==> config.mk <==
export PLATFORM = sky130hd
export DESIGN_NAME = preproc_expression_lexer_unit
export DESIGN_NICKNAME = d
export VERILOG_FILES = /design/src/rtl/pel_pkg.sv /design/src/rtl/pel_front.sv /design/src/rtl/pel_queue.sv /design/src/rtl/pel_back.sv /design/src/rtl/preproc_expression_lexer_unit.sv
export SDC_FILE = /design/constraint.sdc
export NUM_CORES = 1
export LEC_CHECK = 0
export BUFFER_PORTS_ARGS = -buffer_cell sky130_fd_sc_hd__buf_2
export CAP_MARGIN = 20
export CORE_ASPECT_RATIO = 0.8
export CORE_MARGIN = 4
export CORE_UTILIZATION = 50
export DETAILED_ROUTE_END_ITERATION = 8
export PLACE_DENSITY = 0.69
export REMOVE_ABC_BUFFERS = 1
export SLEW_MARGIN = 10
export SYNTH_ARGS = -nofsm -noshare
export SYNTH_HDL_FRONTEND = slang
export SYNTH_HIERARCHICAL = 1
export SYNTH_SLANG_ARGS = --single-unit
==> constraint.sdc <==
create_clock -name aclk -period 22.1 [get_ports aclk]
set_input_delay 6.63 -clock aclk [delete_from_list [all_inputs] [get_ports aclk]]
set_output_delay 6.63 -clock aclk [all_outputs]
set_load 0.01 [all_outputs]
==> src/rtl/pel_pkg.sv <==
// Package for the preprocessor expression lexer: token and bundle types,
// token kind and error codes, and the character classification helpers.
// Depends on nothing; every rtl file imports it.
package pel_pkg;

    // Default sizing
    localparam int KEYWORD_KEEP_DEF    = 8;
    localparam int MAX_IDENTIFIERS_DEF = 256;
    localparam int TOK_PER_CHAR        = 3;

    // Token kinds
    localparam logic [4:0] K_CONST   = 5'd0;
    localparam logic [4:0] K_DEFINED = 5'd1;
    localparam logic [4:0] K_IDENT   = 5'd2;
    localparam logic [4:0] K_LE      = 5'd3;
    localparam logic [4:0] K_SHL     = 5'd4;
    localparam logic [4:0] K_LT      = 5'd5;
    localparam logic [4:0] K_GE      = 5'd6;
    localparam logic [4:0] K_SHR     = 5'd7;
    localparam logic [4:0] K_GT      = 5'd8;
    localparam logic [4:0] K_EQ      = 5'd9;
    localparam logic [4:0] K_TILDE   = 5'd10;
    localparam logic [4:0] K_NE      = 5'd11;
    localparam logic [4:0] K_NOT     = 5'd12;
    localparam logic [4:0] K_PLUS    = 5'd13;
    localparam logic [4:0] K_MINUS   = 5'd14;
    localparam logic [4:0] K_STAR    = 5'd15;
    localparam logic [4:0] K_SLASH   = 5'd16;
    localparam logic [4:0] K_PERCENT = 5'd17;
    localparam logic [4:0] K_LAND    = 5'd18;
    localparam logic [4:0] K_AMP     = 5'd19;
    localparam logic [4:0] K_LOR     = 5'd20;
    localparam logic [4:0] K_BAR     = 5'd21;
    localparam logic [4:0] K_CARET   = 5'd22;
    localparam logic [4:0] K_LPAREN  = 5'd23;
    localparam logic [4:0] K_RPAREN  = 5'd24;
    localparam logic [4:0] K_QUEST   = 5'd25;
    localparam logic [4:0] K_COLON   = 5'd26;
    localparam logic [4:0] K_END     = 5'd27;
    localparam logic [4:0] K_ERROR   = 5'd28;

    // Error codes
    localparam logic [2:0] E_NONE      = 3'd0;
    localparam logic [2:0] E_STRING    = 3'd1;
    localparam logic [2:0] E_FLOAT     = 3'd2;
    localparam logic [2:0] E_MULTICHAR = 3'd3;
    localparam logic [2:0] E_INVALID   = 3'd4;
    localparam logic [2:0] E_UNEXPECT  = 3'd5;

    // Number bases
    localparam logic [1:0] B_DEC = 2'd0;
    localparam logic [1:0] B_OCT = 2'd1;
    localparam logic [1:0] B_HEX = 2'd2;
    localparam logic [1:0] B_BIN = 2'd3;

    // Keyword classes
    localparam logic [1:0] KW_NONE    = 2'd0;
    localparam logic [1:0] KW_TRUE    = 2'd1;
    localparam logic [1:0] KW_FALSE   = 2'd2;
    localparam logic [1:0] KW_DEFINED = 2'd3;

    typedef enum logic [11:0] {
        M_IDLE     = 12'b0000_0000_0001,
        M_ZERO     = 12'b0000_0000_0010,
        M_NUM      = 12'b0000_0000_0100,
        M_DOT_NUM  = 12'b0000_0000_1000,
        M_DOT_LONE = 12'b0000_0001_0000,
        M_EXP      = 12'b0000_0010_0000,
        M_CH_OPEN  = 12'b0000_0100_0000,
        M_CH_ESC   = 12'b0000_1000_0000,
        M_CH_CLOSE = 12'b0001_0000_0000,
        M_IDENT    = 12'b0010_0000_0000,
        M_OP       = 12'b0100_0000_0000,
        M_SHIFT    = 12'b1000_0000_0000
    } mode_t;

    typedef struct packed {
        logic [4:0]  kind;
        logic [31:0] value;
        logic [7:0]  idx;
        logic [7:0]  len;
        logic [2:0]  err;
    } tok_t;

    // Tokens caused by one character
    typedef struct packed {
        logic [1:0] cnt;
        tok_t [TOK_PER_CHAR-1:0] toks;
    } bundle_t;

    // Queue status seen by the front end
    typedef struct packed {
        logic full;
        logic empty;
    } qstat_t;

    typedef struct packed {
        logic        has;
        tok_t        tok;
        mode_t       mode;
        logic        acc_ld;
        logic [31:0] acc;
        logic        pend_ld;
        logic        name_ld;
    } beg_t;

    function automatic tok_t mk_tok(logic [4:0] kind, logic [31:0] value,
                                    logic [7:0] idx, logic [7:0] len,
                                    logic [2:0] err);
        tok_t t;
        t.kind  = kind;
        t.value = value;
        t.idx   = idx;
        t.len   = len;
        t.err   = err;
        return t;
    endfunction

    function automatic tok_t err_tok(logic [2:0] code);
        return mk_tok(K_ERROR, 32'd0, 8'd0, 8'd0, code);
    endfunction

    function automatic tok_t kind_tok(logic [4:0] kind);
        return mk_tok(kind, 32'd0, 8'd0, 8'd0, E_NONE);
    endfunction

    function automatic tok_t const_tok(logic [31:0] v);
        return mk_tok(K_CONST, v, 8'd0, 8'd0, E_NONE);
    endfunction

    function automatic logic is_dec(logic [7:0] c);
        return (c >= "0") && (c <= "9");
    endfunction

    function automatic logic is_alpha(logic [7:0] c);
        return ((c >= "a") && (c <= "z")) || ((c >= "A") && (c <= "Z")) || (c == "_");
    endfunction

    // {valid, value} of c as a digit of the given base
    function automatic logic [4:0] digit_val(logic [7:0] c, logic [1:0] base);
        logic [7:0] v;
        logic       ok;
        logic [4:0] radix;
        v  = 8'd0;
        ok = 1'b1;
        if (is_dec(c))
            v = c - 8'h30;
        else if ((c >= "a") && (c <= "f"))
            v = c - 8'h57;
        else if ((c >= "A") && (c <= "F"))
            v = c - 8'h37;
        else
            ok = 1'b0;
        case (base)
            B_DEC:   radix = 5'd10;
            B_OCT:   radix = 5'd8;
            B_HEX:   radix = 5'd16;
            default: radix = 5'd2;
        endcase
        if (v[4:0] >= radix)
            ok = 1'b0;
        return {ok, v[3:0]};
    endfunction

    // Shift-add form of acc times the radix
    function automatic logic [31:0] mul_radix(logic [31:0] a, logic [1:0] base);
        logic [31:0] r;
        case (base)
            B_DEC:   r = (a << 3) + (a << 1);
            B_OCT:   r = a << 3;
            B_HEX:   r = a << 4;
            default: r = a << 1;
        endcase
        return r;
    endfunction

    function automatic logic [4:0] single_op(logic [7:0] p);
        logic [4:0] k;
        case (p)
            "<":     k = K_LT;
            ">":     k = K_GT;
            "!":     k = K_NOT;
            "+":     k = K_PLUS;
            "-":     k = K_MINUS;
            "*":     k = K_STAR;
            "/":     k = K_SLASH;
            "%":     k = K_PERCENT;
            "&":     k = K_AMP;
            "|":     k = K_BAR;
            default: k = K_CARET;
        endcase
        return k;
    endfunction

    // Classify the first seven kept name characters (byte i at [8i+7:8i])
    function automatic logic [1:0] kw_class(logic [55:0] k, logic [7:0] nlen);
        logic [1:0] r;
        r = KW_NONE;
        if (nlen == 8'd4 && k[7:0] == "t" && k[15:8] == "r" && k[23:16] == "u"
            && k[31:24] == "e")
            r = KW_TRUE;
        else if (nlen == 8'd5 && k[7:0] == "f" && k[15:8] == "a" && k[23:16] == "l"
                 && k[31:24] == "s" && k[39:32] == "e")
            r = KW_FALSE;
        else if (nlen == 8'd7 && k[7:0] == "d" && k[15:8] == "e" && k[23:16] == "f"
                 && k[31:24] == "i" && k[39:32] == "n" && k[47:40] == "e"
                 && k[55:48] == "d")
            r = KW_DEFINED;
        return r;
    endfunction

    // Start of a new token at character c
    function automatic beg_t lex_begin(logic [7:0] c);
        beg_t b;
        b      = '0;
        b.mode = M_IDLE;
        case (c) inside
            8'h20, 8'h09, 8'h0A, 8'h0D: b.has = 1'b0;
            8'h22: begin
                b.has = 1'b1;
                b.tok = err_tok(E_STRING);
            end
            "0": begin
                b.mode   = M_ZERO;
                b.acc_ld = 1'b1;
            end
            ["1":"9"]: begin
                b.mode   = M_NUM;
                b.acc_ld = 1'b1;
                b.acc    = {24'd0, c - 8'h30};
            end
            ".":   b.mode = M_DOT_LONE;
            8'h27: b.mode = M_CH_OPEN;
            ["a":"z"], ["A":"Z"], "_": begin
                b.mode    = M_IDENT;
                b.name_ld = 1'b1;
            end
            "<", ">", "=", "!", "+", "-", "*", "/", "%", "&", "|", "^": begin
                b.mode    = M_OP;
                b.pend_ld = 1'b1;
            end
            "~": begin
                b.has = 1'b1;
                b.tok = kind_tok(K_TILDE);
            end
            "(": begin
                b.has = 1'b1;
                b.tok = kind_tok(K_LPAREN);
            end
            ")": begin
                b.has = 1'b1;
                b.tok = kind_tok(K_RPAREN);
            end
            "?": begin
                b.has = 1'b1;
                b.tok = kind_tok(K_QUEST);
            end
            ":": begin
                b.has = 1'b1;
                b.tok = kind_tok(K_COLON);
            end
            default: begin
                b.has = 1'b1;
                b.tok = err_tok(E_UNEXPECT);
            end
        endcase
        return b;
    endfunction

endpackage

==> src/rtl/pel_front.sv <==
// Front end of the lexer: takes one character per transaction, runs the
// scanner state and packs the tokens it causes into one bundle.
// Depends on pel_pkg.
module pel_front
    import pel_pkg::*;
#(
    parameter int KEYWORD_KEEP    = KEYWORD_KEEP_DEF,
    parameter int MAX_IDENTIFIERS = MAX_IDENTIFIERS_DEF
) (
    input  logic       aclk,
    input  logic       aresetn,
    input  logic [7:0] s_ch,
    input  logic       s_final_char,
    input  logic       s_valid,
    output logic       s_ready,
    input  qstat_t     qstat,
    output logic       push,
    output bundle_t    push_bundle
);

    localparam int KW_AW = $clog2(KEYWORD_KEEP);
    localparam int CW    = $clog2(MAX_IDENTIFIERS + 1);

    mode_t            mode_reg, mode_next;
    logic [31:0]      acc_reg, acc_next;
    logic [1:0]       base_reg, base_next;
    logic [7:0]       pend_reg, pend_next;
    logic [7:0]       nlen_reg, nlen_next;
    logic [CW-1:0]    cnt_reg, cnt_next;
    logic             err_reg, err_next;
    logic [7:0]       kw_reg [KEYWORD_KEEP];
    logic             kw_we;
    logic [KW_AW-1:0] kw_addr;
    logic [2:0]       ntok;
    logic             accept;

    function automatic tok_t ident_tok(logic [1:0] cls, logic [7:0] len,
                                       logic [CW-1:0] cnt);
        tok_t t;
        case (cls)
            KW_TRUE:    t = const_tok(32'd1);
            KW_FALSE:   t = const_tok(32'd0);
            KW_DEFINED: t = kind_tok(K_DEFINED);
            default: begin
                if (cnt >= CW'(MAX_IDENTIFIERS))
                    t = err_tok(E_INVALID);
                else
                    t = mk_tok(K_IDENT, 32'd0, 8'(cnt), len, E_NONE);
            end
        endcase
        return t;
    endfunction

    assign s_ready = !qstat.full;
    assign accept  = s_valid && s_ready;

    // Scan one character, then close the expression on the final one
    always_comb begin
        tok_t        tl [5];
        logic [4:0]  dv;
        logic [1:0]  fbase;
        logic [31:0] facc;
        logic        do_num;
        logic        do_begin;
        logic        err_mid;
        beg_t        b;
        logic [7:0]  p;
        logic [7:0]  t;
        logic [55:0] k7_r;
        logic [55:0] k7_v;
        logic [1:0]  cls;
        tok_t        it;

        for (int i = 0; i < 5; i++)
            tl[i] = '0;
        ntok      = 3'd0;
        mode_next = mode_reg;
        acc_next  = acc_reg;
        base_next = base_reg;
        pend_next = pend_reg;
        nlen_next = nlen_reg;
        cnt_next  = cnt_reg;
        err_next  = err_reg;
        kw_we     = 1'b0;
        kw_addr   = '0;
        do_num    = 1'b0;
        do_begin  = 1'b0;
        fbase     = base_reg;
        facc      = acc_reg;
        p         = pend_reg;
        t         = s_ch;
        dv        = '0;
        b         = '0;
        it        = '0;
        for (int i = 0; i < 7; i++) begin
            k7_r[i*8 +: 8] = kw_reg[i];
        end
        cls = kw_class(k7_r, nlen_reg);

        if (!err_reg) begin
            case (mode_reg)
                M_ZERO: begin
                    mode_next = M_NUM;
                    if (s_ch == "x" || s_ch == "X") begin
                        base_next = B_HEX;
                    end else if (s_ch == "b" || s_ch == "B") begin
                        base_next = B_BIN;
                    end else begin
                        fbase     = is_dec(s_ch) ? B_OCT : B_DEC;
                        base_next = fbase;
                        facc      = 32'd0;
                        do_num    = 1'b1;
                    end
                end
                M_NUM: do_num = 1'b1;
                M_DOT_NUM: begin
                    dv = digit_val(s_ch, base_reg);
                    tl[ntok] = err_tok((dv[4] || s_ch == "f") ? E_FLOAT : E_UNEXPECT);
                    ntok = ntok + 3'd1;
                end
                M_DOT_LONE: begin
                    tl[ntok] = err_tok(is_dec(s_ch) ? E_FLOAT : E_UNEXPECT);
                    ntok = ntok + 3'd1;
                end
                M_EXP: begin
                    tl[ntok] = err_tok(E_FLOAT);
                    ntok = ntok + 3'd1;
                end
                M_CH_OPEN: begin
                    if (s_ch == 8'h5C) begin
                        mode_next = M_CH_ESC;
                    end else begin
                        acc_next  = {{24{s_ch[7]}}, s_ch};
                        mode_next = M_CH_CLOSE;
                    end
                end
                M_CH_ESC: begin
                    if (s_ch == "n")
                        t = 8'h0A;
                    else if (s_ch == "r")
                        t = 8'h0D;
                    else if (s_ch == "t")
                        t = 8'h09;
                    acc_next  = {{24{t[7]}}, t};
                    mode_next = M_CH_CLOSE;
                end
                M_CH_CLOSE: begin
                    if (s_ch == 8'h27) begin
                        tl[ntok]  = const_tok(acc_reg);
                        ntok      = ntok + 3'd1;
                        mode_next = M_IDLE;
                    end else begin
                        tl[ntok] = err_tok(E_MULTICHAR);
                        ntok = ntok + 3'd1;
                    end
                end
                M_IDENT: begin
                    if (is_alpha(s_ch) || is_dec(s_ch)) begin
                        if (nlen_reg < 8'(KEYWORD_KEEP)) begin
                            kw_we   = 1'b1;
                            kw_addr = nlen_reg[KW_AW-1:0];
                        end
                        if (nlen_reg != 8'hFF)
                            nlen_next = nlen_reg + 8'd1;
                    end else begin
                        it = ident_tok(cls, nlen_reg, cnt_reg);
                        tl[ntok] = it;
                        ntok = ntok + 3'd1;
                        if (it.kind == K_IDENT)
                            cnt_next = cnt_reg + CW'(1);
                        nlen_next = 8'd0;
                        do_begin  = 1'b1;
                    end
                end
                M_OP: begin
                    mode_next = M_IDLE;
                    if (p == "<" || p == ">") begin
                        if (s_ch == "=") begin
                            tl[ntok] = kind_tok((p == "<") ? K_LE : K_GE);
                            ntok = ntok + 3'd1;
                        end else if (s_ch == p) begin
                            mode_next = M_SHIFT;
                        end else begin
                            tl[ntok] = kind_tok(single_op(p));
                            ntok = ntok + 3'd1;
                            do_begin = 1'b1;
                        end
                    end else if (p == "=") begin
                        tl[ntok] = (s_ch == "=") ? kind_tok(K_EQ) : err_tok(E_INVALID);
                        ntok = ntok + 3'd1;
                    end else if (p == "!") begin
                        if (s_ch == "=") begin
                            tl[ntok] = kind_tok(K_NE);
                            ntok = ntok + 3'd1;
                        end else begin
                            tl[ntok] = kind_tok(K_NOT);
                            ntok = ntok + 3'd1;
                            do_begin = 1'b1;
                        end
                    end else if (p == "&" || p == "|") begin
                        if (s_ch == p) begin
                            tl[ntok] = kind_tok((p == "&") ? K_LAND : K_LOR);
                            ntok = ntok + 3'd1;
                        end else if (s_ch == "=") begin
                            tl[ntok] = err_tok(E_INVALID);
                            ntok = ntok + 3'd1;
                        end else begin
                            tl[ntok] = kind_tok(single_op(p));
                            ntok = ntok + 3'd1;
                            do_begin = 1'b1;
                        end
                    end else if (s_ch == "=" || (p == "+" && s_ch == "+")
                                 || (p == "-" && (s_ch == "-" || s_ch == ">"))) begin
                        tl[ntok] = err_tok(E_INVALID);
                        ntok = ntok + 3'd1;
                    end else begin
                        tl[ntok] = kind_tok(single_op(p));
                        ntok = ntok + 3'd1;
                        do_begin = 1'b1;
                    end
                end
                M_SHIFT: begin
                    if (s_ch == "=") begin
                        tl[ntok] = err_tok(E_INVALID);
                        ntok = ntok + 3'd1;
                    end else begin
                        tl[ntok] = kind_tok((p == "<") ? K_SHL : K_SHR);
                        ntok = ntok + 3'd1;
                        do_begin = 1'b1;
                    end
                end
                default: do_begin = 1'b1;
            endcase

            // Accumulate a digit or end the number
            if (do_num) begin
                dv = digit_val(s_ch, fbase);
                if (dv[4]) begin
                    acc_next = mul_radix(facc, fbase) + {28'd0, dv[3:0]};
                end else if (s_ch == "U" || s_ch == "u") begin
                    tl[ntok]  = const_tok(facc);
                    ntok      = ntok + 3'd1;
                    mode_next = M_IDLE;
                end else if (s_ch == ".") begin
                    mode_next = M_DOT_NUM;
                end else if (s_ch == "e" || s_ch == "E") begin
                    mode_next = M_EXP;
                    pend_next = s_ch;
                end else begin
                    tl[ntok] = const_tok(facc);
                    ntok     = ntok + 3'd1;
                    do_begin = 1'b1;
                end
            end

            // Open the next token
            if (do_begin) begin
                b = lex_begin(s_ch);
                mode_next = b.mode;
                if (b.has) begin
                    tl[ntok] = b.tok;
                    ntok = ntok + 3'd1;
                end
                if (b.acc_ld) begin
                    acc_next  = b.acc;
                    base_next = B_DEC;
                end
                if (b.pend_ld)
                    pend_next = s_ch;
                if (b.name_ld) begin
                    nlen_next = 8'd1;
                    kw_we     = 1'b1;
                    kw_addr   = '0;
                end
            end
        end

        err_mid = (ntok != 3'd0 && tl[0].kind == K_ERROR)
                  || (ntok == 3'd2 && tl[1].kind == K_ERROR);
        if (err_mid)
            mode_next = M_IDLE;

        // Name as it stands after this character
        for (int i = 0; i < 7; i++) begin
            k7_v[i*8 +: 8] = (kw_we && kw_addr == KW_AW'(i)) ? s_ch : kw_reg[i];
        end

        // Flush the pending token at the end of the expression
        if (s_final_char && !err_reg && !err_mid) begin
            case (mode_next)
                M_ZERO: begin
                    tl[ntok] = const_tok(32'd0);
                    ntok = ntok + 3'd1;
                end
                M_NUM: begin
                    tl[ntok] = const_tok(acc_next);
                    ntok = ntok + 3'd1;
                end
                M_DOT_NUM: begin
                    tl[ntok] = const_tok(acc_next);
                    ntok = ntok + 3'd1;
                    if (base_next != B_DEC) begin
                        tl[ntok] = err_tok(E_UNEXPECT);
                        ntok = ntok + 3'd1;
                    end
                end
                M_DOT_LONE: begin
                    tl[ntok] = err_tok(E_UNEXPECT);
                    ntok = ntok + 3'd1;
                end
                M_EXP: begin
                    tl[ntok] = const_tok(acc_next);
                    ntok = ntok + 3'd1;
                    tl[ntok] = ident_tok(KW_NONE, 8'd1, cnt_next);
                    ntok = ntok + 3'd1;
                end
                M_CH_OPEN, M_CH_ESC, M_CH_CLOSE: begin
                    tl[ntok] = err_tok(E_MULTICHAR);
                    ntok = ntok + 3'd1;
                end
                M_IDENT: begin
                    tl[ntok] = ident_tok(kw_class(k7_v, nlen_next), nlen_next, cnt_next);
                    ntok = ntok + 3'd1;
                end
                M_OP: begin
                    tl[ntok] = (pend_next == "=") ? err_tok(E_INVALID)
                                                  : kind_tok(single_op(pend_next));
                    ntok = ntok + 3'd1;
                end
                M_SHIFT: begin
                    tl[ntok] = kind_tok((pend_next == "<") ? K_SHL : K_SHR);
                    ntok = ntok + 3'd1;
                end
                default: ntok = ntok;
            endcase
        end

        // Close the expression and return to reset state
        if (s_final_char) begin
            tl[ntok]  = kind_tok(K_END);
            ntok      = ntok + 3'd1;
            mode_next = M_IDLE;
            acc_next  = 32'd0;
            base_next = B_DEC;
            pend_next = 8'd0;
            nlen_next = 8'd0;
            cnt_next  = '0;
            err_next  = 1'b0;
        end else if (err_mid) begin
            err_next = 1'b1;
        end

        for (int i = 0; i < TOK_PER_CHAR; i++)
            push_bundle.toks[i] = tl[i];
        push_bundle.cnt = (ntok > 3'd3) ? 2'd3 : ntok[1:0];
    end

    assign push = accept && (ntok != 3'd0);

    // Scanner state
    always_ff @(posedge aclk) begin
        if (!aresetn) begin
            mode_reg <= M_IDLE;
            acc_reg  <= 32'd0;
            base_reg <= B_DEC;
            pend_reg <= 8'd0;
            nlen_reg <= 8'd0;
            cnt_reg  <= '0;
            err_reg  <= 1'b0;
        end else if (accept) begin
            mode_reg <= mode_next;
            acc_reg  <= acc_next;
            base_reg <= base_next;
            pend_reg <= pend_next;
            nlen_reg <= nlen_next;
            cnt_reg  <= cnt_next;
            err_reg  <= err_next;
        end
    end

    // Kept name characters, no reset
    always_ff @(posedge aclk) begin
        if (accept && kw_we)
            kw_reg[kw_addr] <= s_ch;
    end

endmodule

==> src/rtl/pel_queue.sv <==
// Two-entry bundle queue between the lexer front end and the token
// serializer. Depends on pel_pkg.
module pel_queue
    import pel_pkg::*;
(
    input  logic    aclk,
    input  logic    aresetn,
    input  logic    push,
    input  bundle_t push_bundle,
    input  logic    pop,
    output qstat_t  qstat,
    output bundle_t head
);

    bundle_t    slot_reg [2];
    logic       wptr_reg, wptr_next;
    logic       rptr_reg, rptr_next;
    logic [1:0] count_reg, count_next;

    assign qstat.full  = (count_reg == 2'd2);
    assign qstat.empty = (count_reg == 2'd0);
    assign head        = slot_reg[rptr_reg];

    // Advance pointers
    always_comb begin
        wptr_next  = push ? !wptr_reg : wptr_reg;
        rptr_next  = pop ? !rptr_reg : rptr_reg;
        count_next = count_reg + {1'b0, push} - {1'b0, pop};
    end

    always_ff @(posedge aclk) begin
        if (!aresetn) begin
            wptr_reg  <= 1'b0;
            rptr_reg  <= 1'b0;
            count_reg <= 2'd0;
        end else begin
            wptr_reg  <= wptr_next;
            rptr_reg  <= rptr_next;
            count_reg <= count_next;
        end
    end

    // Hold bundle payload
    always_ff @(posedge aclk) begin
        if (push)
            slot_reg[wptr_reg] <= push_bundle;
    end

endmodule

==> src/rtl/pel_back.sv <==
// Back end of the lexer: walks the head bundle of the queue and presents its
// tokens one per transaction on the result channel. Depends on pel_pkg.
module pel_back
    import pel_pkg::*;
(
    input  logic         aclk,
    input  logic         aresetn,
    input  qstat_t       qstat,
    input  bundle_t      head,
    output logic         pop,
    output logic         m_valid,
    input  logic         m_ready,
    output logic [4:0]   m_kind,
    output logic [31:0]  m_value,
    output logic [7:0]   m_ident_index,
    output logic [7:0]   m_ident_length,
    output logic [2:0]   m_error_code,
    output logic         m_last_of_run
);

    logic [1:0] idx_reg, idx_next;
    tok_t       cur;
    logic       last;
    logic       take;

    assign m_valid        = !qstat.empty;
    assign cur            = head.toks[idx_reg];
    assign last           = (idx_reg == head.cnt - 2'd1);
    assign take           = m_valid && m_ready;
    assign pop            = take && last;
    assign m_kind         = cur.kind;
    assign m_value        = cur.value;
    assign m_ident_index  = cur.idx;
    assign m_ident_length = cur.len;
    assign m_error_code   = cur.err;
    assign m_last_of_run  = last;

    // Step through the bundle, restart on the next one
    always_comb begin
        if (pop)
            idx_next = 2'd0;
        else if (take)
            idx_next = idx_reg + 2'd1;
        else
            idx_next = idx_reg;
    end

    always_ff @(posedge aclk) begin
        if (!aresetn)
            idx_reg <= 2'd0;
        else
            idx_reg <= idx_next;
    end

endmodule

==> src/rtl/preproc_expression_lexer_unit.sv <==
// Preprocessor expression lexer, top level: scanner front end, bundle queue
// and token serializer. Depends on pel_pkg, pel_front, pel_queue, pel_back.
//
// Usage: feed the characters of an expression on the s_ channel, one per
// transaction, with s_final_char set on the last one. Tokens leave on the m_
// channel, one per transaction; m_last_of_run marks the last token caused by
// a character. Each expression ends with an END token (unless three tokens
// before it already fill that character's slots).
// A token's bundle is registered in the queue before it is offered.
// Throughput: one character per cycle while each causes at most one token;
// a character causing n tokens holds the result side until all n are taken, and the
// two-entry queue absorbs that so the input keeps flowing until it fills.
// When the receiver stalls, results wait in the queue and s_ready drops
// once both entries are taken. Synchronous reset clears the scanner state
// and empties the queue; kept name characters are not cleared.
module preproc_expression_lexer_unit
    import pel_pkg::*;
#(
    parameter int KEYWORD_KEEP    = KEYWORD_KEEP_DEF,
    parameter int MAX_IDENTIFIERS = MAX_IDENTIFIERS_DEF
) (
    input  logic               aclk,
    input  logic               aresetn,
    input  logic [7:0]         s_ch,
    input  logic               s_final_char,
    input  logic               s_valid,
    output logic               s_ready,
    output logic               m_valid,
    input  logic               m_ready,
    output logic [4:0]         m_kind,
    output logic signed [31:0] m_value,
    output logic [7:0]         m_ident_index,
    output logic [7:0]         m_ident_length,
    output logic [2:0]         m_error_code,
    output logic               m_last_of_run
);

    qstat_t  qstat;
    logic    push;
    logic    pop;
    bundle_t push_bundle;
    bundle_t head;

    pel_front #(
        .KEYWORD_KEEP    (KEYWORD_KEEP),
        .MAX_IDENTIFIERS (MAX_IDENTIFIERS)
    ) u_front (
        .aclk         (aclk),
        .aresetn      (aresetn),
        .s_ch         (s_ch),
        .s_final_char (s_final_char),
        .s_valid      (s_valid),
        .s_ready      (s_ready),
        .qstat        (qstat),
        .push         (push),
        .push_bundle  (push_bundle)
    );

    pel_queue u_queue (
        .aclk        (aclk),
        .aresetn     (aresetn),
        .push        (push),
        .push_bundle (push_bundle),
        .pop         (pop),
        .qstat       (qstat),
        .head        (head)
    );

    pel_back u_back (
        .aclk           (aclk),
        .aresetn        (aresetn),
        .qstat          (qstat),
        .head           (head),
        .pop            (pop),
        .m_valid        (m_valid),
        .m_ready        (m_ready),
        .m_kind         (m_kind),
        .m_value        (m_value),
        .m_ident_index  (m_ident_index),
        .m_ident_length (m_ident_length),
        .m_error_code   (m_error_code),
        .m_last_of_run  (m_last_of_run)
    );

    // An end token always closes its character's run
    a_end_last: assert property (@(posedge aclk) disable iff (!aresetn)
        (m_valid && m_kind == K_END) |-> m_last_of_run)
        else $error("end token not last of run");

    // Error code present exactly on error tokens
    a_err_code: assert property (@(posedge aclk) disable iff (!aresetn)
        m_valid |-> ((m_kind == K_ERROR) == (m_error_code != E_NONE)))
        else $error("error code mismatch");

    // Only constants carry a value
    a_value: assert property (@(posedge aclk) disable iff (!aresetn)
        (m_valid && m_kind != K_CONST) |-> (m_value == 32'sd0))
        else $error("value on non-constant token");

    // Input is refused only when the queue is full
    a_ready: assert property (@(posedge aclk) disable iff (!aresetn)
        (!s_ready) |-> qstat.full)
        else $error("input stalled with room in queue");

endmodule

==> flow_summary.json, run 1 <==
{
  "synth_edf_count": 396,
  "syn_inst": 3244,
  "fp-row-count": 82,
  "ys_types": 107,
  "final_hold_viol_count": 0,
  "post_synth.cell_area_avg_um2": 9.78,
  "grt_antenna_before_repair": 2,
  "worst_pin_slew_ps": 1180,
  "cts.repair.resized": 0,
  "hp-class": "reg2reg",
  "crit_top_cell": "ha_1",
  "relSlewSlack": 0.209,
  "synth-warning-count": 6,
  "cts_max_path_buffers": 3,
  "synthMostInstantiatedCell": "edfxtp_1",
  "cp_num_buf_inv": 8,
  "grt_pass1_vias": 24795,
  "seq_area_frac_synth": 0.425,
  "finalCritPeriodShare": 0.787,
  "worstSetupEndpointType": "flip-flop",
  "viasPerCell": 6.63,
  "r2r_start": "u_front/mode_reg[8]$_SDFFE_PN0P_",
  "cts-hold-fix-buffers": 0,
  "clkTransAtPathRegs_ps": 80,
  "min_to": "u_front/base_reg[0]$_SDFFE_PN0P_",
  "start_util": 0.506,
  "cellLeakagePower_nw": 12.1,
  "drive_gt1_frac": 0.146,
  "cp-start-kind": "input pin",
  "synth_top_area_cell": "edfxtp_1",
  "core_area_um2": 62700,
  "grt_max_degree": 96,
  "post_synth_main_area_contributors": "edfxtp_1 (37%), dfxtp_1 (5.0%), mux2_4 (4.7%)",
  "final_util": 0.545,
  "synth_seq_cells": 475,
  "insertion_delay_ps": 630,
  "timing.fmax_mhz": 57.5,
  "place_hpwl_mm": 75.3,
  "cap_violations": 0,
  "clock-skew-final_ps": 33.6,
  "placed_area_um2": 32600,
  "ant_nets": 0,
  "worst-path-max-fanout": 77,
  "ys.flop_type": "edfxtp_1",
  "critPathRequiredTime_ps": 22320,
  "num_io_pins": 72,
  "rr_endpoint": "u_queue/slot_reg[0][20]$_DFFE_PP_",
  "drt-pass1-iter-count": 6,
  "htree_num_levels": 2,
  "dieArea_um2": 67600,
  "period_needed_ps": 17390,
  "diodes": 0,
  "wl_per_cell_um": 26.0,
  "root_buffer": "clkbuf_16",
  "ir_worst_vdd_mv": 0.0576,
  "io_buffers": 71,
  "maxSlewViolCount": 0,
  "synth_area_um2": 31700,
  "min_delay_path_depth": 2,
  "wl_mm": 106,
  "cts_setup_buffers": 0,
  "grt_usage": 0.303,
  "final_nets": 3294,
  "power_density_nw_per_um2": 74.1,
  "crit_type": "in2reg",
  "area_growth_syn_to_layout_pct": 7.73,
  "fillers": 5566,
  "die_w_um": 290,
  "fin_area_um2": 34200,
  "whs_ps": 531,
  "routabilityCongestion": 1.04,
  "largest_reg_flops": 340,
  "ff2ff_path_depth": 31,
  "status": "finished clean",
  "grt-ovfl-total": 0,
  "tritoncts": "done",
  "die_h_um": 233,
  "synth_top_area_frac": 0.375,
  "drc": 0,
  "rsz0062_at_grt": "no",
  "synthTopCellsByCount": "edfxtp_1 (396), nor2_1 (293), nand2_1 (275)",
  "min_from": "u_front/base_reg[0]$_SDFFE_PN0P_",
  "grt_pass1_wl_mm": 156,
  "cts_sinks": 475,
  "cp_top_family": "compound AO/OA/AOI/OAI gates",
  "cts_buffers": 48,
  "fin_setup_tns_ps": 0,
  "setup_viol": 0,
  "slowest_stage": "a211oi_1",
  "vias": 27088,
  "reg2reg_slack_ps": 10920,
  "postSynth.asyncResetShare": 0,
  "total_power_w": 0.00253,
  "max_stage_delay_ps": 1000,
  "cp_data_arrival_time_ps": 17610,
  "drt_iter0_markers": 3804
}
## layer usage
| metal | part of all wire | GRT usage | vias to the layer above |
|---|---|---|---|
| met5 | 0.0013 | 0.0147 | - |
| met3 | 0.13 | 0.0898 | 125 |
| met1 | 0.46 | 0.471 | 13221 |
| met4 | 0.016 | 0.0494 | 2 |
| met2 | 0.40 | 0.418 | 1578 |
| li1 | - | - | 12162 |
## worst max path at each step
stage | start | endpoint | depth (start not counted)
after floorplan | s_ch[4] | u_queue/slot_reg[0][0]$_DFFE_PP_ | 33
after detailed placement | s_ch[4] | u_queue/slot_reg[0][25]$_DFFE_PP_ | 40
after global placement | s_ch[4] | u_queue/slot_reg[0][25]$_DFFE_PP_ | 40
after CTS | s_ch[4] | u_queue/slot_reg[0][12]$_DFFE_PP_ | 40
after global routing | s_ch[4] | u_queue/slot_reg[0][140]$_DFFE_PP_ | 40
final | s_ch[4] | u_queue/slot_reg[0][22]$_DFFE_PP_ | 34
## final cells by class
| type | count | area, um^2 | area share |
|---|---|---|---|
| flip-flops and latches | 475 | 13500 | 0.394 |
| inverters | 71 | 267 | 0.00780 |
| well taps | 840 | 1050 | 0.0307 |
| multi-input cells | 2478 | 16900 | 0.495 |
| clock buffers | 57 | 1250 | 0.0367 |
| repair buffers | 133 | 833 | 0.0244 |
| clock inverters | 32 | 364 | 0.0107 |
## report_power, final
group / switching, W / leakage (nW) / internal, W
registers: 0.0000437 / 4.47 / 0.00108
clock network: 0.000364 / 0.791 / 0.000470
logic: 0.000347 / 6.80 / 0.000229
## stage by stage
stage	std cells	setup slack, ps
5_1_grt	4086	4000
3_3_place_gp	3997	4690
2_1_floorplan	3024	-1050
4_1_cts	4086	4980
3_5_place_dp	3997	4390
6_report	4086	4710
## tightest hold or removal path: stages, from the launching register on
cell	delay (ps)
dfxtp_1	350
nand2_1	60
a21boi_0	70
## placed cells by master, fill, tap and decap left out, types with 41 or more instances in the layout
master     count
nor3_1        83
a21oi_1      153
inv_1         66
buf_2         71
xnor2_1       41
and2_1        58
nand2_1      274
a21o_1        48
nor2b_1       95
mux2_2        83
o21ai_0      197
mux2_4       100
a22oi_1      108
nand3_1       99
clkbuf_16     48
buf_4         61
dfxtp_1       75
ha_1          72
nor2_1       292
edfxtp_1     396
mux2i_1       79
## cells by family after synthesis
kind of cell    after synthesis  share of synthesized area
mux                         262                      0.102
flops                       475                      0.425
fa+ha+maj                    74                     0.0297
simple gates               1203                      0.196
other cells                   1                   0.000118
xor+xnor                     77                     0.0217
buf+inv                     304                     0.0451
compound gates              848                      0.181
Power figures use the tool's default switching activity.
==> run 2, diff against run 1 <==
==> constraint.sdc (replaced) <==
create_clock -name aclk -period 15.8 [get_ports aclk]
set_input_delay 4.74 -clock aclk [delete_from_list [all_inputs] [get_ports aclk]]
set_output_delay 4.74 -clock aclk [all_outputs]
set_load 0.01 [all_outputs]
==> flow_summary.json, run 2 (synthesized netlist as in run 1, its figures left out) <==
{
  "crit_type": "in2reg",
  "grt_antenna_before_repair": 0,
  "dp.cells": 4001,
  "rr_endpoint": "u_queue/slot_reg[1][106]$_DFFE_PP_",
  "ir_worst_vdd_mv": 0.0878,
  "layout_commonest_cell": "edfxtp_1",
  "layout_common_cells": "edfxtp_1 (396), nor2_1 (292), nand2_1 (274), o21ai_0 (197), a21oi_1 (153)",
  "die_h_um": 233,
  "cap_violations": 0,
  "cts_max_path_buffers": 3,
  "tritoncts": "done",
  "worst_pin_slew_ps": 1320,
  "diodes": 0,
  "grt-ovfl-total": 0,
  "finalCritPeriodShare": 0.887,
  "cellLeakagePower_nw": 12.1,
  "cp-start-kind": "input pin",
  "final_hold_viol_count": 0,
  "htree_num_levels": 2,
  "cts_buffers": 49,
  "r2r_start": "u_front/mode_reg[8]$_SDFFE_PN0P_",
  "grt_pass1_wl_mm": 155,
  "crit_top_cell": "ha_1",
  "area_growth_syn_to_layout_pct": 7.77,
  "grt_pass1_vias": 24967,
  "reg2reg_slack_ps": 5740,
  "critPathRequiredTime_ps": 16090,
  "routabilityCongestion": 1.07,
  "cts-hold-fix-buffers": 0,
  "grt_usage": 0.297,
  "fp-row-count": 82,
  "grt_max_degree": 91,
  "drt_iter0_markers": 4258,
  "clkTransAtPathRegs_ps": 60,
  "start_util": 0.506,
  "clock-skew-final_ps": 39.8,
  "layout.cells.non_filler": 4096,
  "status": "finished clean",
  "timing.fmax_mhz": 71.3,
  "place_hpwl_mm": 73.3,
  "final_nets": 3302,
  "power_density_nw_per_um2": 103,
  "num_io_pins": 72,
  "whs_ps": 528,
  "wl_mm": 104,
  "largest_reg_flops": 340,
  "vias": 27480,
  "dieArea_um2": 67600,
  "fin_ws_ps": 1780,
  "root_buffer": "clkbuf_16",
  "slowest_stage": "and2_4",
  "period_needed_ps": 14020,
  "core_area_um2": 62700,
  "hp-class": "reg2reg",
  "fillers": 5439,
  "setup_viol": 0,
  "drt-pass1-iter-count": 7,
  "final_util": 0.545,
  "place_ws_ps": 1460,
  "min_to": "u_front/base_reg[0]$_SDFFE_PN0P_",
  "cts_sinks": 475,
  "min_from": "u_front/base_reg[0]$_SDFFE_PN0P_",
  "insertion_delay_ps": 650,
  "worst-path-max-fanout": 32,
  "cts.repair.resized": 0,
  "ant_nets": 0,
  "rsz0062_at_grt": "no",
  "total_power_w": 0.00351,
  "drc": 0,
  "drive_gt1_frac": 0.146,
  "max_stage_delay_ps": 550,
  "min_delay_path_depth": 2,
  "io_buffers": 71,
  "ff2ff_path_depth": 36,
  "wl_per_cell_um": 25.4,
  "cp_data_arrival_time_ps": 14310,
  "die_w_um": 290,
  "viasPerCell": 6.71,
  "worstSetupEndpointType": "flip-flop",
  "maxSlewViolCount": 0,
  "relSlewSlack": 0.122,
  "cts_setup_buffers": 0
}
## run 2: worst max-delay path by stage
stage,startpoint,endpoint,slack [ps],cells after the start
finish,s_ch[0],u_queue/slot_reg[1][106]$_DFFE_PP_,1780,38
global route,s_ch[0],u_queue/slot_reg[1][106]$_DFFE_PP_,1170,38
CTS,s_ch[0],u_queue/slot_reg[1][106]$_DFFE_PP_,2100,38
detailed placement,s_ch[0],u_queue/slot_reg[1][89]$_DFFE_PP_,1460,38
global placement,s_ch[0],u_queue/slot_reg[1][106]$_DFFE_PP_,1700,38
floorplan,s_ch[4],u_queue/slot_reg[0][0]$_DFFE_PP_,-5460,33
## run 2: area by class of cell
| type | count | area [um^2] | area share |
|---|---|---|---|
| timing repair buffer | 140 | 928 | 0.0272 |
| multi-input combinational | 2478 | 16900 | 0.495 |
| clock inverter | 30 | 228 | 0.00666 |
| inverter | 71 | 267 | 0.00779 |
| sequential | 475 | 13500 | 0.394 |
| clock buffer | 62 | 1290 | 0.0379 |
| tap | 840 | 1050 | 0.0307 |
## run 2: routing by layer
metal	track usage	wire length, um	share of wire	vias up
met1	0.466	46600	0.45	13380
met3	0.0872	14000	0.13	184
met4	0.0563	2040	0.020	0
li1	-	-	-	12183
met5	0	0	0	-
met2	0.405	41300	0.40	1733
## run 2: power breakdown
group	switching [W]	leakage [nW]	internal, W
combinational	0.000499	6.85	0.000329
clock	0.000528	0.738	0.000591
sequential	0.0000562	4.47	0.00151
total	0.00108	12.1	0.00243
## run 2: per-stage QoR
stage | setup TNS, ps | instance area [um^2]
after floorplan | -1219630 | 30600
after CTS | 0 | 34200
after global placement | 0 | 32600
after global routing | 0 | 34200
after detailed placement | 0 | 32700
final | 0 | 34200
## run 2: critical path, delay by kind of cell
family          cells  cell delay (ps)
xor+xnor            1              180
simple gates        9             2130
compound gates     13             3210
fa+ha+maj           6             1720
buf+inv             8             2040
mux                 1              210
